===== src/hdl/stif_pkg.sv =====
// Package for the segment table insert/flush block.
// Holds sizes, field widths and shared types; no dependencies.
package stif_pkg;

    localparam int WAYS         = 8;
    localparam int GROUPS       = 32;
    localparam int RECENT_DEPTH = 8;
    localparam int SEG_WIDTH    = 36;
    localparam int NSLOTS       = GROUPS * WAYS;
    localparam int WAY_W        = $clog2(WAYS);
    localparam int GRP_W        = $clog2(GROUPS);
    localparam int SLOT_W       = $clog2(NSLOTS);
    localparam int CAND_N       = 2 * WAYS;
    localparam int CAND_W       = $clog2(CAND_N);
    localparam int RCNT_W       = $clog2(RECENT_DEPTH + 2);
    localparam int RIDX_W       = (RECENT_DEPTH > 1) ? $clog2(RECENT_DEPTH) : 1;
    localparam int ENTRY_W      = 2 * SEG_WIDTH;

    localparam logic MODE_INSERT = 1'b0;
    localparam logic MODE_FLUSH  = 1'b1;

    typedef logic [SEG_WIDTH-1:0] t_seg;
    typedef logic [SLOT_W-1:0]    t_slot;
    typedef logic [CAND_W-1:0]    t_cand;

    typedef struct packed {
        logic  mode;
        t_seg  seg_esid;
        t_seg  seg_vsid;
    } t_in;

    typedef struct packed {
        logic [7:0] slot_index;
        logic       evicted;
        t_seg       evicted_esid;
    } t_out;

    // Controller to datapath commands.
    typedef struct packed {
        logic  take_in;      // latch the incoming transaction
        logic  cand_clr;     // restart candidate counter
        logic  cand_inc;     // advance candidate counter
        logic  use_rr;       // candidate = rr pointer + counter
        logic  mem_rd;       // read entry at current address
        logic  probe_free;   // check valid of candidate
        logic  victim_chk;   // check read esid against kernel base
        logic  pick_first;   // default victim: pointer start slot
        logic  do_write;     // write entry at chosen slot
        logic  rec_push;     // remember slot in recent list
        logic  fl_rec;       // flush: clear one recent slot
        logic  fl_all;       // flush: sweep whole table
        logic  fl_done;      // flush finished
        logic  out_load;     // load result register
    } t_cmd;

    // Datapath to controller status.
    typedef struct packed {
        logic  mode;
        logic  free_hit;     // candidate slot is free
        logic  victim_hit;   // read esid differs from kernel base
        logic  cand_last;    // counter at last candidate
        logic  rec_last;     // recent walk at last entry
        logic  rec_empty;
        logic  rec_over;
        logic  sweep_last;
        logic  out_busy;
    } t_sts;

endpackage


===== src/hdl/stif_ctrl.sv =====
// Controller state machine sequencing probe, victim walk, write and flush.
// Depends on stif_pkg.
module stif_ctrl (
    input  logic           i_clk,
    input  logic           i_rst_n,
    input  logic           i_in_valid,
    output logic           o_in_ready,
    input  stif_pkg::t_sts i_sts,
    output stif_pkg::t_cmd o_cmd
);
    import stif_pkg::*;

    localparam logic [3:0] S_IDLE  = 4'd0;
    localparam logic [3:0] S_PROBE = 4'd1;
    localparam logic [3:0] S_VRD   = 4'd2;
    localparam logic [3:0] S_VCHK  = 4'd3;
    localparam logic [3:0] S_RDV   = 4'd4;
    localparam logic [3:0] S_WR    = 4'd5;
    localparam logic [3:0] S_OUT   = 4'd6;
    localparam logic [3:0] S_FREC  = 4'd7;
    localparam logic [3:0] S_FALL  = 4'd8;
    localparam logic [3:0] S_FEND  = 4'd9;
    localparam logic [3:0] S_VDONE = 4'd10;
    localparam logic [3:0] S_VRD2  = 4'd11;
    localparam logic [3:0] S_RDV2  = 4'd12;

    logic [3:0] r_state;
    logic [3:0] n_state;

    always_ff @(posedge i_clk) begin
        if (!i_rst_n) begin
            r_state <= S_IDLE;
        end else begin
            r_state <= n_state;
        end
    end

    assign o_in_ready = (r_state == S_IDLE);

    // Next state and commands.
    always_comb begin
        n_state = r_state;
        o_cmd   = '0;
        unique case (r_state)
            S_IDLE: begin
                if (i_in_valid) begin
                    o_cmd.take_in  = 1'b1;
                    o_cmd.cand_clr = 1'b1;
                    n_state        = S_PROBE;
                end
            end
            // Walk candidates for the first free slot; a flush picks its path here.
            S_PROBE: begin
                if (i_sts.mode == MODE_FLUSH) begin
                    if (i_sts.rec_over) begin
                        o_cmd.fl_all = 1'b1;
                        o_cmd.mem_rd = 1'b1;
                        n_state      = S_FALL;
                    end else if (i_sts.rec_empty) begin
                        n_state = S_FEND;
                    end else begin
                        n_state = S_FREC;
                    end
                end else if (i_sts.free_hit) begin
                    o_cmd.probe_free = 1'b1;
                    n_state          = S_WR;
                end else if (i_sts.cand_last) begin
                    o_cmd.cand_clr = 1'b1;
                    n_state        = S_VRD;
                end else begin
                    o_cmd.cand_inc = 1'b1;
                end
            end
            // Default victim, and first read of the pointer walk.
            S_VRD: begin
                o_cmd.use_rr     = 1'b1;
                o_cmd.pick_first = 1'b1;
                o_cmd.mem_rd     = 1'b1;
                n_state          = S_VCHK;
            end
            S_VCHK: begin
                o_cmd.use_rr = 1'b1;
                if (i_sts.victim_hit) begin
                    o_cmd.victim_chk = 1'b1;
                    n_state          = S_RDV;
                end else if (i_sts.cand_last) begin
                    n_state = S_VDONE;
                end else begin
                    o_cmd.cand_inc = 1'b1;
                    n_state        = S_VRD2;
                end
            end
            S_VDONE: begin
                o_cmd.cand_clr = 1'b1;
                n_state        = S_RDV2;
            end
            S_VRD2: begin
                o_cmd.use_rr = 1'b1;
                o_cmd.mem_rd = 1'b1;
                n_state      = S_VCHK;
            end
            // Reread the victim so its esid is on the read port.
            S_RDV: begin
                o_cmd.use_rr = 1'b1;
                o_cmd.mem_rd = 1'b1;
                n_state      = S_WR;
            end
            S_RDV2: begin
                o_cmd.use_rr = 1'b1;
                o_cmd.mem_rd = 1'b1;
                n_state      = S_WR;
            end
            S_WR: begin
                if (!i_sts.out_busy) begin
                    o_cmd.out_load = 1'b1;
                    o_cmd.do_write = 1'b1;
                    o_cmd.rec_push = 1'b1;
                    n_state        = S_OUT;
                end
            end
            S_OUT: begin
                n_state = S_IDLE;
            end
            S_FREC: begin
                o_cmd.fl_rec = 1'b1;
                if (i_sts.rec_last) begin
                    n_state = S_FEND;
                end
            end
            S_FALL: begin
                o_cmd.fl_all = 1'b1;
                o_cmd.mem_rd = 1'b1;
                if (i_sts.sweep_last) begin
                    n_state = S_FEND;
                end
            end
            S_FEND: begin
                if (!i_sts.out_busy) begin
                    o_cmd.fl_done  = 1'b1;
                    o_cmd.out_load = 1'b1;
                    n_state        = S_IDLE;
                end
            end
            default: begin
                n_state = S_IDLE;
            end
        endcase
    end
endmodule


===== config.mk =====
export PLATFORM = sky130hd
export DESIGN_NAME = stif_ctrl
export DESIGN_NICKNAME = d
export VERILOG_FILES = /design/src/hdl/stif_pkg.sv /design/src/hdl/stif_ctrl.sv
export SDC_FILE = /design/constraint.sdc
export NUM_CORES = 1
export LEC_CHECK = 0
export BUFFER_PORTS_ARGS = -buffer_cell sky130_fd_sc_hd__buf_2
export CORE_MARGIN = 2
export CORE_UTILIZATION = 29
export DETAILED_ROUTE_END_ITERATION = 8
export HOLD_SLACK_MARGIN = 0.08
export PLACE_DENSITY = 0.53
export SETUP_SLACK_MARGIN = 0.2
export SYNTH_ARGS = -nofsm -noshare
export SYNTH_HDL_FRONTEND = slang
export SYNTH_SLANG_ARGS = --single-unit

===== constraint.sdc =====
create_clock -name i_clk -period 1.3 [get_ports i_clk]
set_input_delay 0.13 -clock i_clk [delete_from_list [all_inputs] [get_ports i_clk]]
set_output_delay 0.13 -clock i_clk [all_outputs]
set_load 0.02 [all_outputs]

==> impl_results.md <==
* P per Cell Area at approximately 1600 nW/um^2
* Worst EP arrival at 1.43 ns
* Unique masters post-synth at 39
* Sequential share of power at 12.4%
* First-pass GRT wire length at 3800 um
* Clock Latency Late Sink at 0.24 ns
* Worst-margin pin slew at ~0.31 ns
* Critical Path Fanout Max at 6
* Comb power frac at between 80% and 90%
* GRT Overall Usage at between 15 and 20%
* CTS buffer count at 3
* Sequential area share after synthesis at between 10% and 20%
* Most numerous cell in the Yosys netlist: nand2_1
* Vias in the first global route at roughly 800
* Area leader, netlist: dfxtp_1
* Number of flip-flops in the largest register at 4
* WP data required at between 1 and 1.5 ns
* Critical path type: register to output port
* Die width at 50.5 um
* Synth Register Bits at 4
* Min Clock Period, post-route at 1.56 ns
* Syn avg cell area at 7.12 sq um
* Failing checks: setup timing
* Gpl congestion at 0.879
* Power consumption at 2.07 mW
* Yosys warns at 0
* Slew HR at 79.0%
* Vias/cell at 5.23
* Status: finished, violations left
* Port bufs at 26
* Avg WL per Cell at 13.7 um
* Unrepaired setup endpoints after global routing: true
* Top flop regs: r_state: 4 flops
* Pin count of the biggest net entering global routing at 9
* Area growth, synth to finish at 104%
* Ant. Diodes at 0
* Final setup violation count at 18
* DP Area at 1060 sq um
* Max Cap Viol at 0
* CTS sink count at 4
* Maximum root-to-sink buffer count at 2
* Io pins at 27
* Die height at approximately 50 um
* Fmax at 640 MHz
* TritonCTS clock tree: yes
* Synth top area share at 12.8%
* Core Rows at 16
* Post-synth top cells: nand2_1 (9), nor2_1 (7), nor3_1 (7)
* Sw frac at 44.2%
* Post-route DRC at 0
* Period utilisation layout at 120%
* Clk network pwr share at 7.5%
* CTS Root Cell: clkbuf_4
* DRT iter0 DRCs at 12
* Largest cells by area after synthesis: dfxtp_1 (13%), buf_6 (11%), nor3_1 (5.6%)
* Switch Pwr at 914 uW
* First-pass detailed-route iteration total at 4
* Hold Fails Final Rpt at 0
* Final #Nets at 155
* Top reg by flops: r_state
* Core area at around 2000 sq um
* Post-Synthesis Cells at around 90
* Detailed Route WL at 2310 um
* Worst hold path type: primary input to register
* Clock Pin Slew Worst Setup and Hold Paths at 0.04 ns
* Initial core utilization at between 30 and 40%
* Final Max Slew Viols at 0
* Crit end category: output port
* Hpwl dp at 1810 um
* Prevailing post-synth register cell: dfxtp_1
* GRT Residual Overflow at 0
* Hold-fix buffers, CTS at 0
* H-tree depth at 1
* Maximum vdd drop at 0.00105 V
* Setup ws final at -0.263 ns
* Hold WS at 0.171 ns
* Ys async rst share at 0%
* CP startpoint kind: register
* Initial antenna violation count at 0
* Layout cells sized above 1 at 69.5%
* Post-detailed-route count of antenna-violating nets at 0
* Setup Skew at 0.00273 ns
* Cell Int Power at 1.15 mW
* Leak at 0.570 nW
* Setup Total Neg Slack at -2.72 ns
* Vias at 878
* Die ar. at 2550 sq um
* Place WS at -0.134 ns
* Synth Net Count at 100
* Final Instance Area at 1280 sq um
* Netlist Area Pre-Place at approximately 630 sq um
* EDFF count, synth at 0
-- through the flow --
step | util, % | cells
after floorplan | - | 88
after global placement | 53.0 | 162
after detailed placement | 53.0 | 162
after CTS | 60.0 | 167
after global routing | 63.8 | 168
final | 63.8 | 168
-- critical path: stages, from the launching register on --
cell and delay (ns):
dfxtp_4 0.38, buf_12 0.12, nor2b_4 0.14, buf_4 0.12
nor3_2 0.04, a211o_1 0.27, buf_6 0.13
-- cells by family after synthesis --
kind of cell	share of synthesized area, %
DFF	12.8
muxes	1.60
and+or+nand+nor	38.7
AOI/OAI and AO/OA	29.3
buffers and inverters	16.2
xor gates and xnor gates	1.40
-- power groups by stage --
stage,Sequential (mW),Clock [mW],Combinational (mW)
floorplan,0.182,0,0.893
global placement,0.239,0,1.36
detailed placement,0.241,0,1.37
CTS,0.251,0.167,1.56
global route,0.261,0.175,1.76
finish,0.256,0.156,1.65
-- worst paths after layout --
check / depth (start not counted) / to / from / slack, ns
setup reg to reg: 5 / r_state[3]$_SDFFE_PN0P_ / r_state[3]$_SDFFE_PN0P_ / -0.11
hold reg to reg: 3 / r_state[0]$_SDFFE_PN0P_ / r_state[0]$_SDFFE_PN0P_ / 0.65
setup / recovery: 6 / o_cmd[9] / r_state[0]$_SDFFE_PN0P_ / -0.26
hold / removal: 2 / r_state[3]$_SDFFE_PN0P_ / i_rst_n / 0.17
-- cell type report --
type / instances / area [sq um]
fillers: 171 / 724
flip-flops and latches: 4 / 92.6
well taps: 27 / 33.8
clock buffers: 3 / 22.5
inverters: 5 / 26.3
multi-input cells: 71 / 623
repair buffers: 58 / 479
-- cells in the final DEF, fill, tap and decap left out, types with 3 or more instances in the layout --
cell type,synthesis,layout
buf_4,2,35
buf_6,6,9
inv_1,4,3
a21oi_1,5,3
buf_2,0,11
clkbuf_4,0,3
nand2_1,9,7
nor3_2,0,4
dfxtp_4,0,3
buf_12,0,3
nor2_1,7,6
-- routing by layer --
| layer | GRT usage (%) | up-vias | share of wire (%) |
|---|---|---|---|
| met5 | 0 | - | 0 |
| met4 | 2.70 | 0 | 0.52 |
| met3 | 3.87 | 2 | 4.7 |
| met2 | 35.1 | 26 | 51 |
| met1 | 23.6 | 421 | 43 |
| li1 | - | 429 | - |
-- timing repair --
item | 4_1_cts | 5_1_grt
endpoints found under the setup margin | 19 | 19
pin swaps | 12 | 3
resized for setup | 32 | 18
buffers inserted | 2 | 1
Power figures use the tool's default switching activity.
